<file path="config.mk">
export PLATFORM = sky130hd
export DESIGN_NAME = pcrp_coef_ram
export DESIGN_NICKNAME = d
export VERILOG_FILES = /design/src/rtl/core/pcrp_pkg.sv /design/src/rtl/core/pcrp_coef_ram.sv
export SDC_FILE = /design/constraint.sdc
export NUM_CORES = 2
export LEC_CHECK = 0
export BUFFER_PORTS_ARGS = -buffer_cell sky130_fd_sc_hd__buf_2
export CAP_MARGIN = 20
export CORE_ASPECT_RATIO = 1.4
export CORE_UTILIZATION = 56
export CTS_CLUSTER_DIAMETER = 150
export DETAILED_ROUTE_END_ITERATION = 10
export PLACE_DENSITY_LB_ADDON = 0.1
export SYNTH_ARGS = -nofsm -noshare
export SYNTH_HDL_FRONTEND = slang
export SYNTH_SLANG_ARGS = --single-unit
</file>
<file path="constraint.sdc">
create_clock -name clk -period 3.8 [get_ports clk]
set_input_delay 0.19 -clock clk [delete_from_list [all_inputs] [get_ports clk]]
set_output_delay 0.19 -clock clk [all_outputs]
set_load 0.1 [all_outputs]
</file>
<file path="src/rtl/core/pcrp_pkg.sv">
`default_nettype none
package pcrp_pkg;

  localparam int COEF_W   = 64;
  localparam int LIMB_W   = 64;
  localparam int ACC_W    = 2 * LIMB_W;
  localparam int FRAC_W   = 40;
  localparam int ROW_W    = 10;
  localparam int DIM_W    = 11;
  localparam int DEG_W    = 2;
  localparam int CNT_W    = 4;
  localparam int CURVE_W  = 3;
  localparam int TERM_F_W = 2;
  localparam int X_W      = 16;
  localparam int PIX_W    = 20;
  localparam int REG_IDX_W = 2;

  localparam logic [REG_IDX_W-1:0] REG_WIDTH       = 2'd0;
  localparam logic [REG_IDX_W-1:0] REG_HEIGHT      = 2'd1;
  localparam logic [REG_IDX_W-1:0] REG_DEGREE      = 2'd2;
  localparam logic [REG_IDX_W-1:0] REG_CURVE_COUNT = 2'd3;

  typedef logic [COEF_W-1:0]       coef_t;
  typedef logic [ACC_W-1:0]        acc_t;
  typedef logic signed [X_W-1:0]   xpos_t;

endpackage
`default_nettype wire

</file>
<file path="src/rtl/core/pcrp_coef_ram.sv">
`default_nettype none
module pcrp_coef_ram #(
  parameter int DEPTH = 32,
  localparam int ADDR_W = $clog2(DEPTH)
) (
  input  wire logic                clk,
  input  wire logic                wr_en,
  input  wire logic [ADDR_W-1:0]   wr_addr,
  input  wire pcrp_pkg::coef_t     wr_data,
  input  wire logic [ADDR_W-1:0]   rd_addr,
  output pcrp_pkg::coef_t          rd_data
);
  import pcrp_pkg::*;

  coef_t mem [DEPTH];
  coef_t rd_data_r;

  always_ff @(posedge clk) begin
    if (wr_en) begin
      mem[wr_addr] <= wr_data;
    end
  end

  always_ff @(posedge clk) begin
    rd_data_r <= mem[rd_addr];
  end

  assign rd_data = rd_data_r;

endmodule
`default_nettype wire

</file>
==> impl_metrics.json <==
{
  "floorplan.die.width_um": 319,
  "cts_tree": "yes",
  "area_growth_syn_to_layout_pct": 14.2,
  "place.gp.congestion": 0.745,
  "critical_path_required_ns": 4.48,
  "hold_ws_ns": 0.116,
  "timing_max_transition_violations_final": 0,
  "groute.usage.overall_pct": 26.9,
  "yosys-top-cells-area": "sky130_fd_sc_hd__edfxtp_1 (78%), sky130_fd_sc_hd__mux4_2 (17%), sky130_fd_sc_hd__dfxtp_1 (1.6%)",
  "worstHoldPathCells": 4,
  "combined_area_of_all_synthesized_cells_um2": 79000,
  "startpoint_type": "input port",
  "finalInstanceArea_um2": 90200,
  "post_cts_sizing_count": 0,
  "gr-usage-met1_pct": 38.3,
  "cts_max_path_buffers": 3,
  "cp_max_fo": 53,
  "synthesized_nets": 3173,
  "detailedPlacementHpwl_mm": 89.3,
  "unrepaired_setup_endpoints_after_global_routing": "no",
  "worst_slew_pin_slew_ns": 1.04,
  "timing.reg2reg.worst_path_depth": 3,
  "routed_wl_mm": 187,
  "post-layout-total-power_mw": 48.5,
  "power_density_nw_per_um2": 537,
  "ys_dominant_reg_cell": "sky130_fd_sc_hd__edfxtp_1",
  "worstSetupEndpointType": "register",
  "synth.lib_cells_used.distinct": 31,
  "cts.reportedPaths.clkPinSlew_ns": 0.06,
  "hold_start": "rd_addr[1]",
  "p_leak_nw": 28.3,
  "pin_count": 140,
  "regToRegStartpoint": "mem[9][30]$_DFFE_PP_",
  "drive_above_1_share_pct": 34.9,
  "synth_commonest_cells": "sky130_fd_sc_hd__edfxtp_1 (2048), sky130_fd_sc_hd__mux4_2 (602), sky130_fd_sc_hd__mux2_2 (74)",
  "core_area_um2": 140000,
  "max_cap_violations": 0,
  "syn_inst": 3097,
  "vias_per_cell": 6.54,
  "sequential_area_share_after_synthesis_pct": 79.5,
  "clock-sinks": 2112,
  "layout.filler_cells": 8903,
  "max_clk_rate_ghz": 0.486,
  "layout_min_cycle_time_ns": 2.06,
  "route.detailed.wl_per_inst_um": 34.4,
  "syn_area_per_cell_um2": 25.5,
  "initial_cell_density_of_the_core_pct": 56.5,
  "post-route-period-util_pct": 54.2,
  "detailroute.via_count": 35500,
  "pin_count_of_the_biggest_net_entering_global_routing": 69,
  "vias_in_the_first_global_route": 37400,
  "yosys_warnings": 0,
  "async_flop_share_pct": 0,
  "cp_data_arrival_time_ns": 2.73,
  "synth.largest_area_cell": "sky130_fd_sc_hd__edfxtp_1",
  "row_count": 162,
  "drc_violations_left": 0,
  "deepest_level_of_the_cts_h_tree": 4,
  "floorplan.die_area_um2": 143000,
  "synth_edf_count": 2048,
  "top_count_cell_post_synth": "sky130_fd_sc_hd__edfxtp_1",
  "grt_pass1_wl_mm": 267,
  "critPathKind": "in -> reg",
  "hold_class": "in -> reg",
  "max_slew_margin_pct": 30.8,
  "regToRegEndpoint": "rd_data[30]$_DFF_P_",
  "die_height_um": 446,
  "nNetsFinal": 3531,
  "grt_remaining_overflow": 0,
  "irDropWorstVdd_v": 0.000452,
  "cts_buffers": 188,
  "r2r_slack_ns": 2.03,
  "fin_skew_ns": 0.0241,
  "final_setup_violation_count": 0,
  "drtAntennaViolNets": 0,
  "layout.core_utilization_pct": 64.6,
  "outcome": "completed",
  "worstHoldEndpoint": "rd_data[0]$_DFF_P_",
  "numPortBuffers": 139,
  "ctsRootBufferMaster": "sky130_fd_sc_hd__clkbuf_16",
  "post_dp_cell_area_um2": 83100,
  "first_pass_iters": 5,
  "globalRoute.busiestLayer": "met2",
  "grt_antenna_before_repair": 5,
  "initialDrtViolationCount": 4186,
  "synth_seq_cells": 2112,
  "gr-usage-met3_pct": 3.84,
  "finalHoldViolCount": 0,
  "met2_usage_pct": 44.4,
  "clk_latency_ns": 0.81,
  "synth_top_area_share_pct": 77.9
}
-- cell type report --
type / instances / area (um^2) / area share (%)
inverter: 1 / 3.75 / 0.00416
tap: 1804 / 2260 / 2.50
clock inverter: 107 / 1100 / 1.22
timing repair buffer: 324 / 3030 / 3.36
multi-input combinational: 828 / 15700 / 17.4
sequential: 2112 / 62800 / 69.6
antenna: 2 / 5.00 / 0.00555
clock buffer: 246 / 5320 / 5.89
-- worst max-delay path, cell delays in order --
cell and delay (ns):
sky130_fd_sc_hd__dlygate4sd3_1 0.54, sky130_fd_sc_hd__buf_6 0.54, sky130_fd_sc_hd__buf_4 0.45, sky130_fd_sc_hd__mux4_2 0.35, sky130_fd_sc_hd__mux2i_1 0.15, sky130_fd_sc_hd__o21ai_0 0.14
sky130_fd_sc_hd__and2_1 0.28
-- cell usage in the layout, fill, tap and decap left out, drive strengths merged, types with 10 or more instances in the layout --
master,Yosys,routed
nor2,41,41
clkinv,0,74
buf,101,258
dfxtp,64,64
o22ai,10,10
bufinv,0,21
a221oi,12,12
mux4,602,602
mux2,74,74
dlygate4sd3,0,66
mux2i,38,38
clkbuf,55,246
edfxtp,2048,2048
-- stage by stage --
step	TNS [ns]	cells	worst slack [ns]
floorplan	-106.49	3097	-0.212
global placement	0	5003	1.17
detailed placement	0	5003	1.14
CTS	0	5422	1.78
global route	0	5423	1.70
finish	0	5424	1.74
-- cell families (layout without fill, tap and decap cells) --
family	Yosys count	in the layout	synth area share, %
flops	2112	2112	79.5
mux	714	714	18.7
buf+inv	157	678	0.944
simple gates	64	64	0.379
compound gates	50	50	0.466
other cells	0	2	0
-- timing repair --
action / in CTS / in global routing
setup buffers: 0 / 0
setup endpoints to repair: 0 / 0
hold endpoints to repair: 2053 / 0
hold buffers: 66 / 0
-- power by group --
| part | internal, mW | leakage (nW) | switching [mW] |
|---|---|---|---|
| clock network | 11.3 | 3.15 | 8.23 |
| registers | 25.9 | 19.0 | 0.126 |
| logic | 1.05 | 6.16 | 1.89 |
-- layer usage --
| layer | up-vias | wire length [um] |
|---|---|---|
| met5 | - | 35 |
| met4 | 6 | 4230 |
| met3 | 281 | 13100 |
| met2 | 1455 | 94500 |
| met1 | 19500 | 74800 |
| li1 | 14200 | - |
-- registers in the layout (all words and copies together), names as in the netlist --
name	flops
rd_data	64
mem	2048
-- worst max path at each step --
stage / startpoint / end / slack [ns] / depth (start not counted)
detailed placement: rd_addr[0] / rd_data[37]$_DFF_P_ / 1.14 / 5
floorplan: wr_addr[1] / mem[12][0]$_DFFE_PP_ / -0.21 / 3
global placement: rd_addr[1] / rd_data[17]$_DFF_P_ / 1.17 / 5
CTS: rd_data[57]$_DFF_P_ / rd_data[57] / 1.78 / 1
global route: rd_addr[3] / rd_data[34]$_DFF_P_ / 1.70 / 7
finish: rd_addr[3] / rd_data[36]$_DFF_P_ / 1.74 / 7
(Power assumes the default switching activity.)
