File: src/rtl/core/pcrp_pkg.sv
`default_nettype none
package pcrp_pkg;

  localparam int COEF_W   = 64;
  localparam int LIMB_W   = 64;
  localparam int ACC_W    = 2 * LIMB_W;
  localparam int FRAC_W   = 40;
  localparam int ROW_W    = 10;
  localparam int DIM_W    = 11;
  localparam int DEG_W    = 2;
  localparam int CNT_W    = 4;
  localparam int CURVE_W  = 3;
  localparam int TERM_F_W = 2;
  localparam int X_W      = 16;
  localparam int PIX_W    = 20;
  localparam int REG_IDX_W = 2;

  localparam logic [REG_IDX_W-1:0] REG_WIDTH       = 2'd0;
  localparam logic [REG_IDX_W-1:0] REG_HEIGHT      = 2'd1;
  localparam logic [REG_IDX_W-1:0] REG_DEGREE      = 2'd2;
  localparam logic [REG_IDX_W-1:0] REG_CURVE_COUNT = 2'd3;

  typedef logic [COEF_W-1:0]       coef_t;
  typedef logic [ACC_W-1:0]        acc_t;
  typedef logic signed [X_W-1:0]   xpos_t;

endpackage
`default_nettype wire

File: src/rtl/core/pcrp_round_sat.sv
`default_nettype none
module pcrp_round_sat (
  input  wire pcrp_pkg::acc_t   mag,
  input  wire logic             neg,
  output pcrp_pkg::xpos_t       x
);
  import pcrp_pkg::*;

  localparam int QB = FRAC_W + X_W - 1;

  acc_t  rnd;
  logic  over_hi;
  logic  q_top;
  logic [X_W-2:0] q_low;

  always_comb begin
    rnd     = mag + (ACC_W'(1) << (FRAC_W - 1));
    over_hi = |rnd[ACC_W-1:QB+1];
    q_top   = rnd[QB];
    q_low   = rnd[QB-1:FRAC_W];
    if (!neg) begin
      if (over_hi || q_top) begin
        x = {1'b0, {(X_W-1){1'b1}}};
      end else begin
        x = {1'b0, q_low};
      end
    end else begin
      if (over_hi || (q_top && (|q_low))) begin
        x = {1'b1, {(X_W-1){1'b0}}};
      end else begin
        x = X_W'(0) - {q_top, q_low};
      end
    end
  end

endmodule
`default_nettype wire

File: config.mk
export PLATFORM = sky130hd
export DESIGN_NAME = pcrp_round_sat
export DESIGN_NICKNAME = d
export VERILOG_FILES = /design/src/rtl/core/pcrp_pkg.sv /design/src/rtl/core/pcrp_round_sat.sv
export SDC_FILE = /design/constraint.sdc
export NUM_CORES = 1
export LEC_CHECK = 0
export BUFFER_PORTS_ARGS = -buffer_cell sky130_fd_sc_hd__buf_2
export CORE_ASPECT_RATIO = 0.5
export CORE_MARGIN = 2
export CORE_UTILIZATION = 52
export DETAILED_ROUTE_END_ITERATION = 10
export MAX_ROUTING_LAYER = met4
export PLACE_DENSITY_LB_ADDON = 0.08
export SETUP_SLACK_MARGIN = 0.3
export SLEW_MARGIN = 10
export SYNTH_ARGS = -nofsm -noshare
export SYNTH_HDL_FRONTEND = slang
export SYNTH_SLANG_ARGS = --single-unit
export TNS_END_PERCENT = 100
File: constraint.sdc
create_clock -name vclk -period 5.69
set_input_delay 0.8535 -clock vclk [all_inputs]
set_output_delay 0.8535 -clock vclk [all_outputs]
set_load 0.01 [all_outputs]
==> metrics.cfg, run 1 <==
[run_status]
outcome = complete, no violations

[place]
post-dp-hpwl_um = 10880
dpl_cell_area_um2 = 4068
place_congestion = 0.9984
io_buffers = 106

[layout]
utilization = 0.6119
num-nets-final = 762
register_area_um2 = 0
multi_input_area_um2 = 3272
n_clock_buffer = 0
diodes = 0
nFillCells = 717
drive_gt1_frac = 0.2528
area_delta_synth_final_pct = 13.97
final_area_um2 = 4084
seq_cells = 0

[power]
peakVddDrop_mv = 0.02686
powerDensity_nw_per_um2 = 46.68
p_leak_uw = 0.001391

[die]
rows = 21
core_um2 = 6674
start_util = 0.5369
dieArea_um2 = 7612
boundaryPins = 145
die_y_um = 62.70
die_w_um = 121.4

[route]
drt_iter0_markers = 562
wl_met1_um = 5885
drt-vias-per-instance = 6.728
avgRoutedWirePerCell_um = 18.33
wl_um = 13210
vias = 4851
dr_wl_met3_um = 1538
drcViolationCount = 0
wl_met2_um = 5586
final_antenna_net_count = 0
first_pass_iters = 5
routed.top_layer = met4

[clock_tree]
post_cts_buffers = 0
cts_resized = 0
cts_hold_buf = 0

[worst_setup_path]
cp_max_fo = 12
required_ns = 4.84
crit_arrival_ns = 4.40
crit_path_end_kind = primary output
startpoint_type = input pin
crit_type = input pin to primary output
startpoint = mag[72]

[synth]
syn_inst = 538
synth_area_leader_cell = nand4_1
synthDominantCellAreaShare = 0.1065
ys_seq_area_frac = 0
syn_area_um2 = 3583
yosysMostFrequentCell = nand4_1
synth_area_leaders = nand4_1 11%, xnor2_1 7.8%, nand2_1 5.6%
yosys.cell_types.count = 75
synth_commonest_cells = 61 x nand4_1, 53 x nand2_1, 38 x nand3_1
syn_nets = 669
ys_warn_count = 0
postSynthAreaPerCell_um2 = 6.661

[timing]
tns_ns = 0
rsz0062_at_grt = no
fin_crit_ns = 5.252
finalSetupViolCount = 0
worst_slew_pin_slew_ns = 0.5653
finalHoldViolCount = 0
slew_violations = 0
timing.final.crit_share = 0.9230
clock.fmax_mhz = 190.4
slew_headroom = 0.6197

[grt]
grt_max_degree = 21
antenna_found_initial = 0
first_global_vias = 4170
grt_use_total = 0.3486
grt.overflow.total = 0
grt_pass1_wl_um = 21280

[min_path]
min_from = mag[44]
min-delay-path-class = input pin to primary output

[flow_run]
cap_viol_max_count = 0

area by class of cell:
| type | count | area share |
|---|---|---|
| multi-input combinational | 494 | 0.8012 |
| timing repair buffer | 118 | 0.1550 |
| tap | 92 | 0.02819 |
| inverter | 17 | 0.01562 |
per-stage QoR:
stage / power, µW / worst slack, ns / std cells / hold slack [ns]
2_1_floorplan: 109.0 / 0.7797 / 538 / 1.909
3_3_place_gp: 183.9 / 0.3592 / 721 / 2.187
3_5_place_dp: 184.8 / 0.3582 / 721 / 2.180
4_1_cts: 185.7 / 0.3521 / 721 / 2.181
5_1_grt: 207.9 / 0.2522 / 721 / 2.238
6_report: 190.6 / 0.4382 / 721 / 2.182
path summary, 6_finish.rpt:
kind              slack [ns]  endpoint  depth (start not counted)
hold / removal          2.18      x[4]                          5
setup / recovery        0.44      x[8]                         13
cells in the final DEF, fill, tap and decap left out, drive strengths merged, types with 3 or more instances in the layout:
cell and n:
buf 118, nand4 63, nand2 53, nand3 41
nor2 35, xnor2 32, nor4 29, nor3 27
and3 19, xor2 18, o21ai 18, inv 17
a21oi 14, a31oi 11, or2 10, or4 10
o211ai 9, and4 9, or3 9, and2 9
mux2i 8, a22oi 7, o31ai 6, a31o 5
nor3b 5, o31a 4, o22ai 4, a211oi 3
o41ai 3, o2111ai 3, nor4b 3, o21a 3
a2111oi 3
routing by layer:
metal  GRT usage  vias to the layer above
met3     0.04106                       20
met4     0.06034                        0
met1      0.4981                     2220
met5           -                        -
met2      0.5330                      297
li1            -                     2314
kinds of logic after synthesis:
logic type,after synthesis,share of synthesized area
compound gates,104,0.2137
xor+xnor,50,0.1222
fa+ha+maj,2,0.006982
buf+inv,44,0.09148
mux,8,0.02235
simple gates,330,0.5433
where the power goes:
| group | total, µW | switching (µW) | internal, µW |
|---|---|---|---|
| Clock | 0 | 0 | 0 |
| Combinational | 191 | 120 | 70.5 |
| Sequential | 0 | 0 | 0 |
| Total | 191 | 120 | 70.5 |
worst max-delay path: stages:
cell and delay (ns):
buf_2 0.18, nand3_2 0.13, or4_4 0.61, or4_4 0.59, nor4_2 0.18, buf_4 0.17, mux2i_1 0.17, nand3_1 0.12
or4_4 0.52, or3_4 0.45, o21ai_0 0.19, a21oi_1 0.09, buf_2 0.15
(Power assumes the default switching activity.)
==> run 2, diff against run 1 <==
Settings changed: CELL_PAD_IN_SITES_DETAIL_PLACEMENT set to 0, CELL_PAD_IN_SITES_GLOBAL_PLACEMENT set to 1, CORE_UTILIZATION 52 to 35.
==> run 2 against run 1 <==
Against the previous run: final cell count rose by 7.6%; sequential share of layout area unchanged; via count fell by 1.5%; critical endpoint is now x[10]; count of clock-buffer cells in the layout unchanged; critical path type unchanged; hold slack gained 0.032 ns; non-clock buffer count is 7 higher; largest cell class unchanged; largest power group unchanged.
==> metrics.cfg, run 2 (synthesis results as in run 1) <==
[run_status]
outcome = complete, no violations

[timing]
slew_headroom = 0.6308
hold_slack_ns = 2.213
rsz0062_at_grt = no
timing.final.crit_share = 0.9305
slew_violations = 0
worst_slew_pin_slew_ns = 0.5487
finalSetupViolCount = 0
fin_crit_ns = 5.295
finalHoldViolCount = 0
clock.fmax_mhz = 188.9
tns_ns = 0

[die]
die_w_um = 147.1
rows = 26
core_um2 = 10080
dieArea_um2 = 11110
boundaryPins = 145
start_util = 0.3553
die_y_um = 75.55

[route]
avgRoutedWirePerCell_um = 18.54
wl_um = 14390
final_antenna_net_count = 0
first_pass_iters = 5
drcViolationCount = 0
drt-vias-per-instance = 6.160
vias = 4780
drt_iter0_markers = 390

[worst_setup_path]
required_ns = 4.84
crit_arrival_ns = 4.44
startpoint_type = input pin
crit_path_end_kind = primary output
crit_type = input pin to primary output
cp_max_fo = 16

[grt]
antenna_found_initial = 0
grt_pass1_wl_um = 22920
grt_max_degree = 21
grt_use_total = 0.2634
grt.overflow.total = 0
first_global_vias = 4207

[layout]
register_area_um2 = 0
utilization = 0.4169
diodes = 0
final_cells = 776
final_cell_mix = 106 x buf_2, 61 x nand4_1, 53 x nand2_1
drive_gt1_frac = 0.2642
nFillCells = 1172
n_clock_buffer = 0
area_delta_synth_final_pct = 17.32
final_common_cell = buf_2
seq_cells = 0
num-nets-final = 769

[min_path]
min-delay-path-class = input pin to primary output

[place]
io_buffers = 106
dp.cells = 775
place_congestion = 0.9459
post-dp-hpwl_um = 11970

[clock_tree]
cts_hold_buf = 0

[power]
powerDensity_nw_per_um2 = 46.55
p_leak_uw = 0.001424
peakVddDrop_mv = 0.01810

[flow_run]
cap_viol_max_count = 0

run 2: power by group:
group,switching [µW],internal [µW]
clock network,0,0
logic,123,72.5
registers,0,0
run 2: cell type report:
cell class         count  area (µm²)  area share
multi-input cells    494        3279      0.7801
well taps            140       175.2     0.04167
inverters             17       63.81     0.01518
repair buffers       125       685.7      0.1631
run 2: metal layers:
metal,global-route usage,part of all wire,vias up
met5,-,0,-
met2,0.4128,0.42,194
li1,-,-,2319
met4,0.01603,0.0060,0
met3,0.02695,0.076,6
met1,0.3836,0.49,2261
run 2: stage by stage:
stage	cell area [µm²]	setup WS [ns]	total power [µW]
2_1_floorplan	3583	0.7797	109.0
3_3_place_gp	4173	0.2826	191.8
3_5_place_dp	4173	0.3165	192.0
4_1_cts	4173	0.3122	193.0
5_1_grt	4204	0.2877	215.4
6_report	4204	0.3953	195.7
run 2: what timing repair did:
action	in CTS	in global routing
gates resized for setup	0	5
endpoints found under the setup margin	0	14
setup buffers	0	1
run 2: worst paths after layout:
check	start	to	cells past startpoint	slack [ns]
hold / removal	mag[40]	x[0]	4	2.21
setup / recovery	mag[78]	x[10]	14	0.40
run 2: critical path, cell delays in order:
cell and delay (ns):
buf_2 0.16, nand3_1 0.17, or4_4 0.57, or4_4 0.61, nor4_2 0.16, buf_4 0.16
mux2i_1 0.17, nand3_1 0.12, or4_4 0.52, nor3_4 0.23, buf_12 0.17, o211ai_1 0.09
a22oi_1 0.27, buf_2 0.18
